<file path="config.mk">
export PLATFORM = sky130hd
export DESIGN_NAME = weighted_capacity_fifo
export DESIGN_NICKNAME = d
export VERILOG_FILES = /design/src/design/wcf_pkg.sv /design/src/design/wcf_ctrl.sv /design/src/design/wcf_dp.sv /design/src/design/weighted_capacity_fifo.sv
export SDC_FILE = /design/constraint.sdc
export NUM_CORES = 2
export LEC_CHECK = 0
export ABC_AREA = 1
export BUFFER_PORTS_ARGS = -buffer_cell sky130_fd_sc_hd__buf_2
export CORE_MARGIN = 4
export CORE_UTILIZATION = 67
export CTS_BUF_LIST = sky130_fd_sc_hd__clkbuf_16
export CTS_CLUSTER_DIAMETER = 100
export DETAILED_ROUTE_END_ITERATION = 10
export PLACE_DENSITY = 0.89
export SLEW_MARGIN = 0
export SYNTH_ARGS = -nofsm -noshare
export SYNTH_HDL_FRONTEND = slang
export SYNTH_SLANG_ARGS = --single-unit
export TNS_END_PERCENT = 30
</file>
<file path="constraint.sdc">
create_clock -name clk_i -period 29.9 [get_ports clk_i]
set_input_delay 1.495 -clock clk_i [delete_from_list [all_inputs] [get_ports clk_i]]
set_output_delay 1.495 -clock clk_i [all_outputs]
set_load 0.02 [all_outputs]
</file>
<file path="src/design/wcf_pkg.sv">
// Shared constants, codes and control structs for the weighted capacity FIFO.
// Used by the controller, the datapath and the top level; depends on nothing.
package wcf_pkg;

  // Number of entries the queue can hold.
  localparam int unsigned DEPTH   = 16;
  localparam int unsigned IdxW    = $clog2(DEPTH);
  localparam int unsigned CntW    = $clog2(DEPTH + 1);
  localparam int unsigned WordW   = 32;
  localparam int unsigned WeightW = 16;
  // Wide enough for DEPTH entries of the largest weight, so the total never wraps.
  localparam int unsigned TotW    = $clog2(DEPTH * ((1 << WeightW) - 1) + 1);
  localparam int unsigned KindW   = 3;
  localparam int unsigned StatusW = 2;

  localparam int unsigned InDataW  = 3 * WordW + WeightW;
  localparam int unsigned OutDataW = 3 * WordW + WeightW + CntW + 1 + 1 + WeightW + 1;

  localparam logic [IdxW-1:0]    LAST_IDX       = IdxW'(DEPTH - 1);
  localparam logic [CntW-1:0]    DEPTH_CNT      = CntW'(DEPTH);
  localparam logic [WeightW-1:0] UNLIMITED_ROOM = '1;

  // Operation kinds carried in the input tuser.
  localparam logic [KindW-1:0] KIND_TRY_PUT = 3'd0;
  localparam logic [KindW-1:0] KIND_TRY_GET = 3'd1;
  localparam logic [KindW-1:0] KIND_CLOSE   = 3'd2;
  localparam logic [KindW-1:0] KIND_CA_PUT  = 3'd3;
  localparam logic [KindW-1:0] KIND_CA_GET  = 3'd4;

  // Result status codes.
  localparam logic [StatusW-1:0] ST_OK        = 2'd0;
  localparam logic [StatusW-1:0] ST_TOO_LARGE = 2'd1;
  localparam logic [StatusW-1:0] ST_BUSY      = 2'd2;
  localparam logic [StatusW-1:0] ST_CLOSED    = 2'd3;

  // Commands from the controller to the datapath.
  typedef struct packed {
    logic capture;    // register the incoming transaction
    logic read_head;  // read the head entry into the read register
    logic exec;       // decide the status and update the queue state
    logic load_out;   // load the result register
  } wcf_cmd_t;

  // Status from the datapath to the controller.
  typedef struct packed {
    logic out_free;   // result register is empty or being taken this cycle
  } wcf_sts_t;

endpackage

</file>
<file path="src/design/wcf_ctrl.sv">
// Sequencer of the weighted capacity FIFO: accept, head read, execute, respond.
// Depends on wcf_pkg for the command and status structs.
module wcf_ctrl (
  input  logic              clk_i,
  input  logic              rst_ni,
  input  logic              in_valid_i,
  output logic              in_ready_o,
  input  wcf_pkg::wcf_sts_t sts_i,
  output wcf_pkg::wcf_cmd_t cmd_o
);
  import wcf_pkg::*;

  typedef enum logic [1:0] {
    S_IDLE,
    S_READ,
    S_EXEC,
    S_RESP
  } state_e;

  state_e state_q;
  logic   ready_q;

  always_ff @(posedge clk_i or negedge rst_ni) begin
    if (!rst_ni) begin
      state_q <= S_IDLE;
      ready_q <= 1'b1;
    end else begin
      case (state_q)
        S_IDLE: begin
          if (in_valid_i) begin
            state_q <= S_READ;
            ready_q <= 1'b0;
          end
        end
        S_READ: state_q <= S_EXEC;
        S_EXEC: state_q <= S_RESP;
        S_RESP: begin
          // Hold here until the previous result has left the output register.
          if (sts_i.out_free) begin
            state_q <= S_IDLE;
            ready_q <= 1'b1;
          end
        end
        default: begin
          state_q <= S_IDLE;
          ready_q <= 1'b1;
        end
      endcase
    end
  end

  assign in_ready_o = ready_q;

  always_comb begin
    cmd_o           = '0;
    cmd_o.capture   = ready_q && in_valid_i;
    cmd_o.read_head = (state_q == S_READ);
    cmd_o.exec      = (state_q == S_EXEC);
    cmd_o.load_out  = (state_q == S_RESP) && sts_i.out_free;
  end

endmodule

</file>
<file path="src/design/wcf_dp.sv">
// Datapath of the weighted capacity FIFO: entry memory, pointers, weight total,
// status decision and result register. Depends on wcf_pkg.
module wcf_dp (
  input  logic                              clk_i,
  input  logic                              rst_ni,
  input  wcf_pkg::wcf_cmd_t                 cmd_i,
  output wcf_pkg::wcf_sts_t                 sts_o,
  input  logic [wcf_pkg::InDataW-1:0]       in_data_i,
  input  logic [wcf_pkg::KindW-1:0]         in_kind_i,
  input  logic                              cfg_valid_i,
  input  logic [wcf_pkg::WeightW-1:0]       cfg_data_i,
  input  logic                              out_ready_i,
  output logic                              out_valid_o,
  output logic [wcf_pkg::OutDataW-1:0]      out_data_o,
  output logic [wcf_pkg::StatusW-1:0]       out_status_o
);
  import wcf_pkg::*;

  // Captured transaction.
  logic [KindW-1:0]   kind_q;
  logic [WordW-1:0]   id_q, op_q, handle_q;
  logic [WeightW-1:0] weight_q;

  // Entry memory and its registered read port.
  logic [WordW-1:0]   mem_id     [DEPTH];
  logic [WordW-1:0]   mem_op     [DEPTH];
  logic [WordW-1:0]   mem_handle [DEPTH];
  logic [WeightW-1:0] mem_weight [DEPTH];
  logic [WordW-1:0]   rd_id_q, rd_op_q, rd_handle_q;
  logic [WeightW-1:0] rd_weight_q;

  // Queue state.
  logic [IdxW-1:0]    head_q, tail_q;
  logic [CntW-1:0]    count_q;
  logic [TotW-1:0]    total_q;
  logic               closed_q;
  logic [WeightW-1:0] limit_q;

  // Per-transaction outcome.
  logic [StatusW-1:0] status_q, status_d;
  logic               get_ok_q;
  logic               put_ok, get_ok;

  // Result register.
  logic                out_valid_q;
  logic [OutDataW-1:0] out_data_q, out_data_d;
  logic [StatusW-1:0]  out_status_q;

  logic            limit_nz, too_large, no_room, at_depth, is_empty;
  logic [TotW:0]   sum_w;
  logic            full_now;
  logic [WeightW-1:0] room_now;
  logic [TotW-1:0]    limit_ext;
  logic [IdxW-1:0]    head_next, tail_next;

  always_ff @(posedge clk_i) begin
    if (cmd_i.capture) begin
      kind_q   <= in_kind_i;
      id_q     <= in_data_i[WordW-1:0];
      op_q     <= in_data_i[2*WordW-1:WordW];
      handle_q <= in_data_i[3*WordW-1:2*WordW];
      weight_q <= in_data_i[3*WordW+WeightW-1:3*WordW];
    end
  end

  assign limit_nz  = (limit_q != '0);
  assign limit_ext = TotW'(limit_q);
  assign too_large = (weight_q > limit_q);
  assign sum_w     = {1'b0, total_q} + (TotW + 1)'(weight_q);
  assign no_room   = (sum_w > {1'b0, limit_ext});
  assign at_depth  = (count_q == DEPTH_CNT);
  assign is_empty  = (count_q == '0);
  assign head_next = (head_q == LAST_IDX) ? '0 : head_q + 1'b1;
  assign tail_next = (tail_q == LAST_IDX) ? '0 : tail_q + 1'b1;

  always_comb begin
    status_d = ST_OK;
    put_ok   = 1'b0;
    get_ok   = 1'b0;
    case (kind_q)
      KIND_TRY_PUT, KIND_CA_PUT: begin
        if (limit_nz && too_large) begin
          status_d = ST_TOO_LARGE;
        end else if (limit_nz && (kind_q == KIND_CA_PUT) && closed_q) begin
          status_d = ST_CLOSED;
        end else if ((limit_nz && no_room) || at_depth) begin
          status_d = ST_BUSY;
        end else begin
          put_ok = 1'b1;
        end
      end
      KIND_TRY_GET, KIND_CA_GET: begin
        if ((kind_q == KIND_CA_GET) && closed_q) begin
          status_d = ST_CLOSED;
        end else if (is_empty) begin
          status_d = ST_BUSY;
        end else begin
          get_ok = 1'b1;
        end
      end
      default: status_d = ST_OK;
    endcase
  end

  // Memory write at the tail and registered read at the head.
  always_ff @(posedge clk_i) begin
    if (cmd_i.exec && put_ok) begin
      mem_id[tail_q]     <= id_q;
      mem_op[tail_q]     <= op_q;
      mem_handle[tail_q] <= handle_q;
      mem_weight[tail_q] <= weight_q;
    end
    if (cmd_i.read_head) begin
      rd_id_q     <= mem_id[head_q];
      rd_op_q     <= mem_op[head_q];
      rd_handle_q <= mem_handle[head_q];
      rd_weight_q <= mem_weight[head_q];
    end
  end

  always_ff @(posedge clk_i or negedge rst_ni) begin
    if (!rst_ni) begin
      head_q   <= '0;
      tail_q   <= '0;
      count_q  <= '0;
      total_q  <= '0;
      closed_q <= 1'b0;
      limit_q  <= '0;
      status_q <= ST_OK;
      get_ok_q <= 1'b0;
    end else begin
      if (cfg_valid_i) begin
        limit_q <= cfg_data_i;
      end
      if (cmd_i.exec) begin
        status_q <= status_d;
        get_ok_q <= get_ok;
        if (put_ok) begin
          tail_q  <= tail_next;
          count_q <= count_q + 1'b1;
          total_q <= sum_w[TotW-1:0];
        end
        if (get_ok) begin
          head_q  <= head_next;
          count_q <= count_q - 1'b1;
          total_q <= total_q - TotW'(rd_weight_q);
        end
        if (kind_q == KIND_CLOSE) begin
          closed_q <= 1'b1;
        end
      end
    end
  end

  // Queue condition after the transaction, taken from the updated state.
  assign full_now = limit_nz && (total_q >= limit_ext);
  always_comb begin
    if (!limit_nz) begin
      room_now = UNLIMITED_ROOM;
    end else if (full_now) begin
      room_now = '0;
    end else begin
      room_now = WeightW'(limit_ext - total_q);
    end
  end

  always_comb begin
    out_data_d = {closed_q, room_now, full_now, is_empty, count_q,
                  get_ok_q ? rd_weight_q : '0,
                  get_ok_q ? rd_handle_q : '0,
                  get_ok_q ? rd_op_q     : '0,
                  get_ok_q ? rd_id_q     : '0};
  end

  always_ff @(posedge clk_i or negedge rst_ni) begin
    if (!rst_ni) begin
      out_valid_q <= 1'b0;
    end else if (cmd_i.load_out) begin
      out_valid_q <= 1'b1;
    end else if (out_ready_i) begin
      out_valid_q <= 1'b0;
    end
  end

  always_ff @(posedge clk_i) begin
    if (cmd_i.load_out) begin
      out_data_q   <= out_data_d;
      out_status_q <= status_q;
    end
  end

  assign sts_o.out_free = !out_valid_q || out_ready_i;
  assign out_valid_o    = out_valid_q;
  assign out_data_o     = out_data_q;
  assign out_status_o   = out_status_q;

  a_count_bound: assert property (@(posedge clk_i) disable iff (!rst_ni)
    count_q <= DEPTH_CNT)
    else $error("entry count exceeds the depth");

  a_empty_no_weight: assert property (@(posedge clk_i) disable iff (!rst_ni)
    (count_q == '0) |-> (total_q == '0))
    else $error("empty queue holds a nonzero weight total");

  a_put_counts: assert property (@(posedge clk_i) disable iff (!rst_ni)
    (cmd_i.exec && put_ok) |=> (count_q == $past(count_q) + 1'b1))
    else $error("accepted put did not add one entry");

  a_get_counts: assert property (@(posedge clk_i) disable iff (!rst_ni)
    (cmd_i.exec && get_ok) |=> (count_q == $past(count_q) - 1'b1))
    else $error("successful get did not remove one entry");

  a_load_valid: assert property (@(posedge clk_i) disable iff (!rst_ni)
    cmd_i.load_out |=> out_valid_q)
    else $error("result load did not raise the output valid");

endmodule

</file>
<file path="src/design/weighted_capacity_fifo.sv">
// Top level of the weighted capacity FIFO: stream ports and configuration port.
// Depends on wcf_pkg, wcf_ctrl and wcf_dp.
//
// A queue of up to 16 job entries whose capacity is the summed entry weight
// against weight_limit (zero means unlimited). Each input transaction (put,
// get, close, or a close-aware put or get) yields exactly one result
// transaction with a status and the queue condition after the operation.
// After the accepting edge the controller steps through a registered read of
// the head entry, execute and result load; the result becomes valid and the
// input is ready again in the same cycle, so a new transaction is accepted
// only after the previous result has been loaded into the output register.
// The result sits in that output register, so the next transaction is
// accepted while it waits; if it has not been taken when the next result is
// ready, the block holds in its response step. Write weight_limit only while
// no transaction is in flight.
module weighted_capacity_fifo (
  input  logic                              clk_i,
  input  logic                              rst_ni,
  // Input stream.
  input  logic                              s_axis_tvalid_i,
  output logic                              s_axis_tready_o,
  // job_id [31:0], job_op [63:32], payload_handle [95:64], weight [111:96]
  input  logic [wcf_pkg::InDataW-1:0]       s_axis_tdata_i,
  // kind [2:0]
  input  logic [wcf_pkg::KindW-1:0]         s_axis_tuser_i,
  // Result stream.
  output logic                              m_axis_tvalid_o,
  input  logic                              m_axis_tready_i,
  // got_id [31:0], got_op [63:32], got_handle [95:64], got_weight [111:96],
  // entry_count [116:112], is_empty [117], is_full [118], room_left [134:119],
  // is_closed [135]
  output logic [wcf_pkg::OutDataW-1:0]      m_axis_tdata_o,
  // status [1:0]
  output logic [wcf_pkg::StatusW-1:0]       m_axis_tuser_o,
  // Configuration write channel: weight_limit.
  input  logic                              cfg_valid_i,
  output logic                              cfg_ready_o,
  input  logic [wcf_pkg::WeightW-1:0]       cfg_data_i
);
  import wcf_pkg::*;

  wcf_cmd_t cmd;
  wcf_sts_t sts;

  assign cfg_ready_o = 1'b1;

  wcf_ctrl u_ctrl (
    .clk_i      (clk_i),
    .rst_ni     (rst_ni),
    .in_valid_i (s_axis_tvalid_i),
    .in_ready_o (s_axis_tready_o),
    .sts_i      (sts),
    .cmd_o      (cmd)
  );

  wcf_dp u_dp (
    .clk_i        (clk_i),
    .rst_ni       (rst_ni),
    .cmd_i        (cmd),
    .sts_o        (sts),
    .in_data_i    (s_axis_tdata_i),
    .in_kind_i    (s_axis_tuser_i),
    .cfg_valid_i  (cfg_valid_i),
    .cfg_data_i   (cfg_data_i),
    .out_ready_i  (m_axis_tready_i),
    .out_valid_o  (m_axis_tvalid_o),
    .out_data_o   (m_axis_tdata_o),
    .out_status_o (m_axis_tuser_o)
  );

endmodule
</file>
==> results.yml <==
floorplanning:
  std_cell_rows: 131
  fp.dieW_um: 368
  floorplan.initialDensity: 0.677
  top_level_ports: 277
  fp.dieArea_um2: 135000
  fp.dieH_um: 368
  coreArea_um2: 128000
critical_path:
  timing.setup.critical_path_class: "flop to flop"
  worst-endpoint-required_ps: 30340
  cp-start-kind: "flop"
  timing.rr.start: "u_dp.weight_q[0]"
  r2r_setup_slack_ps: 22690
  critPathCaptureType: "flop"
  cp.arrival_ps: 7650
  worstReg2RegEnd: "u_dp.mem_id[10][25]"
  worst-r2r-cell-count: 26
  critPathMaxFanout: 62
clock_network:
  cts_num_sinks: 2214
  cts_made_buffers: 201
  cts_max_path_buffers: 3
  clock_latency_ps: 870
  post-cts-setup-buffers: 0
  hold_fix_buffers_at_cts: 0
  cts_repair_resizes: 0
  cts-root-buf: "sky130_fd_sc_hd__clkbuf_16"
  cts_tree: "built"
  cts_max_level: 4
  clkTransAtPathRegs_ps: 70
final_layout:
  nets: 6865
  postLayoutCoreUtil: 0.752
  area.growth.synth_to_final_pct: 11.0
  stdcell_count: 8522
  drive_above_1_share: 0.102
yosys:
  mappedNetlistNets: 6691
  synth_enable_flop_cells: 2157
  synth_area_leader_cell: "sky130_fd_sc_hd__edfxtp_1"
  synth_sequential_area_ratio: 0.762
  main_area_contributors_after_synthesis: "sky130_fd_sc_hd__edfxtp_1 75%, sky130_fd_sc_hd__nand2_1 4.9%, sky130_fd_sc_hd__o21ai_0 3.8%, sky130_fd_sc_hd__nor2_1 2.2%, sky130_fd_sc_hd__a21oi_1 2.0%"
  share_of_yosys_cell_area_claimed_by_the_top_area_cell_type: 0.746
  postSynthAreaPerCell_um2: 13.5
  synth-seq-cells: 2214
  synthFlopType: "sky130_fd_sc_hd__edfxtp_1"
  cell_types_with_the_highest_counts_after_synthesis: "2157 x sky130_fd_sc_hd__edfxtp_1, 1140 x sky130_fd_sc_hd__nand2_1, 660 x sky130_fd_sc_hd__o21ai_0, 506 x sky130_fd_sc_hd__nor2_1, 342 x sky130_fd_sc_hd__a21oi_1"
  yosys.cell_count.top_type: "sky130_fd_sc_hd__edfxtp_1"
  syn_area_um2: 86800
  synth_warnings: 0
  async_reset_ff_frac: 0.0257
  synthesis.instances: 6444
  ys_types: 49
power_and_ir_drop:
  p_int_mw: 5.75
  static-leakage-power_nw: 34.4
  comb_power_share: 0.232
  design_power_total_mw: 8.58
  power.share.switching: 0.330
  sequential_power_share: 0.464
  power-per-cell-area_nw_per_um2: 89.0
  power_switching_mw: 2.83
  max-vdd-ir-drop_uv: 88.0
  clockPowerShare: 0.304
detailed_routing:
  wirelength_um: 235000
  ratio_of_routed_vias_to_standard_cells: 6.83
  first_iter_violations: 11000
  detailedRoute.firstPassIterationCount: 7
  wl_per_cell_um: 27.6
  detail-route-antenna-nets: 0
  drc_violations: 0
  detailroute.via_count: 58200
sta:
  final-setup-viol-count: 0
  final_min_period_over_clock_period: 0.241
  clock.fmax_ghz: 0.139
  fin_hold_ws_ps: 486
  final-max-slew-violation-count: 0
  tns_ps: 0
  clock_skew_ps: 67.7
  unrepaired_setup_endpoints_after_global_routing: "no"
  max_slew_margin: 0.122
  timing_hold_violations_final: 0
  layout_min_cycle_time_ps: 7210
  tightestPinTransition_ps: 1300
global_route:
  grt_pass1_vias: 58100
  antenna_violations_before_repair: 4
  grt_first_pass_wirelength_um: 348000
  grt_max_degree: 260
  groute.usage.overall: 0.341
  gr-total-overflow: 0
place:
  placed_wire_length_estimate_um: 118000
  numPortBuffers: 275
  place_congestion: 0.916
  cell_count_after_placement: 8144
worst_hold_path:
  worstHoldPathCells: 0
  hp-start: "u_dp.status_q[0]"
  hold-path-endpoint: "u_dp.out_status_o[0]"
  timing.hold.worst.class: "flop to flop"
run:
  max_cap_viol_count: 0
status:
  status: "finished clean"
kinds of logic after synthesis:
group                    Yosys count  share of synthesized area
XOR/XNOR                          40                    0.00404
adder cells (fa/ha/maj)          111                     0.0163
buffers and inverters            650                     0.0287
AO/OA/AOI/OAI                   1401                     0.0933
other                              1                  0.0000432
flip-flops                      2214                      0.762
AND/OR/NAND/NOR                 2027                     0.0952
layout by cell type, fill, tap and decap left out, types with 5 or more instances in the layout:
master / Yosys / routed
sky130_fd_sc_hd__clkinvlp_4: 0 / 6
sky130_fd_sc_hd__buf_2: 21 / 275
sky130_fd_sc_hd__buf_4: 2 / 66
sky130_fd_sc_hd__nand2_1: 1140 / 1139
sky130_fd_sc_hd__o221ai_1: 86 / 86
sky130_fd_sc_hd__o21ai_1: 5 / 5
sky130_fd_sc_hd__inv_6: 0 / 8
sky130_fd_sc_hd__inv_2: 10 / 7
sky130_fd_sc_hd__dfrtp_4: 0 / 5
sky130_fd_sc_hd__xnor2_1: 15 / 15
sky130_fd_sc_hd__clkinv_2: 0 / 38
sky130_fd_sc_hd__o21ai_0: 660 / 660
sky130_fd_sc_hd__o22ai_1: 138 / 138
sky130_fd_sc_hd__a21o_1: 5 / 5
sky130_fd_sc_hd__buf_12: 0 / 7
sky130_fd_sc_hd__a31oi_1: 11 / 11
sky130_fd_sc_hd__bufinv_16: 0 / 26
sky130_fd_sc_hd__nor3_1: 19 / 7
sky130_fd_sc_hd__nand4_1: 98 / 98
sky130_fd_sc_hd__ha_1: 107 / 106
sky130_fd_sc_hd__nor2_4: 0 / 5
sky130_fd_sc_hd__xor2_1: 25 / 25
sky130_fd_sc_hd__nand3_1: 242 / 242
sky130_fd_sc_hd__dfrtp_1: 56 / 51
sky130_fd_sc_hd__a21oi_1: 342 / 341
sky130_fd_sc_hd__nor3_2: 0 / 12
sky130_fd_sc_hd__nor2_1: 506 / 501
sky130_fd_sc_hd__inv_1: 261 / 302
sky130_fd_sc_hd__edfxtp_1: 2157 / 2157
sky130_fd_sc_hd__clkinv_1: 2 / 44
sky130_fd_sc_hd__a221oi_1: 137 / 137
sky130_fd_sc_hd__clkbuf_16: 0 / 201
sky130_fd_sc_hd__or2_2: 6 / 6
worst max-delay path, cell delays in order (launching register included):
cell and delay [ps]:
sky130_fd_sc_hd__edfxtp_1 650, sky130_fd_sc_hd__ha_1 360, sky130_fd_sc_hd__fa_1 430, sky130_fd_sc_hd__nand3_1 110, sky130_fd_sc_hd__nand3_2 100, sky130_fd_sc_hd__nand2_1 70, sky130_fd_sc_hd__nand2_1 140, sky130_fd_sc_hd__a31oi_1 230
sky130_fd_sc_hd__xnor2_1 170, sky130_fd_sc_hd__ha_1 270, sky130_fd_sc_hd__nand2_1 90, sky130_fd_sc_hd__inv_1 50, sky130_fd_sc_hd__nand2_1 50, sky130_fd_sc_hd__nand2_1 50, sky130_fd_sc_hd__a21oi_1 190, sky130_fd_sc_hd__nand2_1 80
sky130_fd_sc_hd__nand2_1 60, sky130_fd_sc_hd__nand2_1 50, sky130_fd_sc_hd__nand2_1 50, sky130_fd_sc_hd__nand2_1 50, sky130_fd_sc_hd__nand2_1 60, sky130_fd_sc_hd__nand3_1 140, sky130_fd_sc_hd__nand2_2 150, sky130_fd_sc_hd__nand3_4 580
sky130_fd_sc_hd__nor3_2 710, sky130_fd_sc_hd__buf_4 950, sky130_fd_sc_hd__buf_4 870
flip-flops by register name (all words and copies together), names as in the netlist, 3 cells and up:
signal            count
u_dp.handle_q        32
u_dp.count_q          5
u_dp.head_q           4
u_dp.mem_id         512
u_dp.mem_weight     256
u_dp.mem_handle     512
u_dp.id_q            32
u_dp.op_q            32
u_dp.out_data_o     136
u_dp.weight_q        16
u_dp.tail_q           4
u_dp.rd_handle_q     32
u_dp.kind_q           3
u_dp.rd_weight_q     16
u_dp.total_q         20
u_dp.mem_op         512
u_dp.rd_id_q         32
u_dp.limit_q         16
u_dp.rd_op_q         32
power groups by stage:
stage          combinational [mW]  sequential, mW  clock [mW]
6_report                     1.99            3.99        2.61
3_3_place_gp                 1.80            4.03           0
3_5_place_dp                 1.89            4.04           0
4_1_cts                      1.94            3.98        2.60
5_1_grt                      2.15            4.01        2.75
2_1_floorplan                1.24            4.03           0
routing by layer:
layer / routed length (µm) / GRT usage / share of wire / up-vias
li1: - / - / - / 24000
met1: 75600 / 0.438 / 0.32 / 27500
met2: 113000 / 0.554 / 0.48 / 5668
met3: 33100 / 0.0787 / 0.14 / 1033
met4: 13000 / 0.173 / 0.055 / 2
met5: 10 / 0 / 0.000043 / -
worst max path at each step:
| stage | startpoint | slack, ps | to | depth (start not counted) |
|---|---|---|---|---|
| after detailed placement | u_dp.weight_q[0] | 22850 | u_dp.mem_id[10][22] | 25 |
| after global routing | u_dp.weight_q[0] | 22380 | u_dp.mem_id[10][2] | 26 |
| after floorplan | u_dp.weight_q[0] | 18430 | u_dp.mem_handle[4][0] | 24 |
| final | u_dp.weight_q[0] | 22690 | u_dp.mem_id[10][25] | 26 |
| after CTS | u_dp.weight_q[0] | 22780 | u_dp.mem_id[10][2] | 25 |
| after global placement | u_dp.weight_q[0] | 22910 | u_dp.mem_id[10][25] | 25 |
area by class of cell:
type / instances / area [µm²]
clock inverters: 175 / 1650
inverters: 273 / 1050
clock buffers: 201 / 5030
flip-flops and latches: 2214 / 66200
well taps: 1729 / 2160
diodes: 2 / 5.00
multi-input cells: 3580 / 18300
repair buffers: 348 / 2010
fillers: 6775 / 31800
stage by stage:
step / area (µm²) / setup slack (ps)
2_1_floorplan: 86800 / 18430
3_3_place_gp: 89700 / 22910
6_report: 96400 / 22690
4_1_cts: 96400 / 22780
3_5_place_dp: 89700 / 22850
5_1_grt: 96400 / 22380
Power figures use the tool's default switching activity.
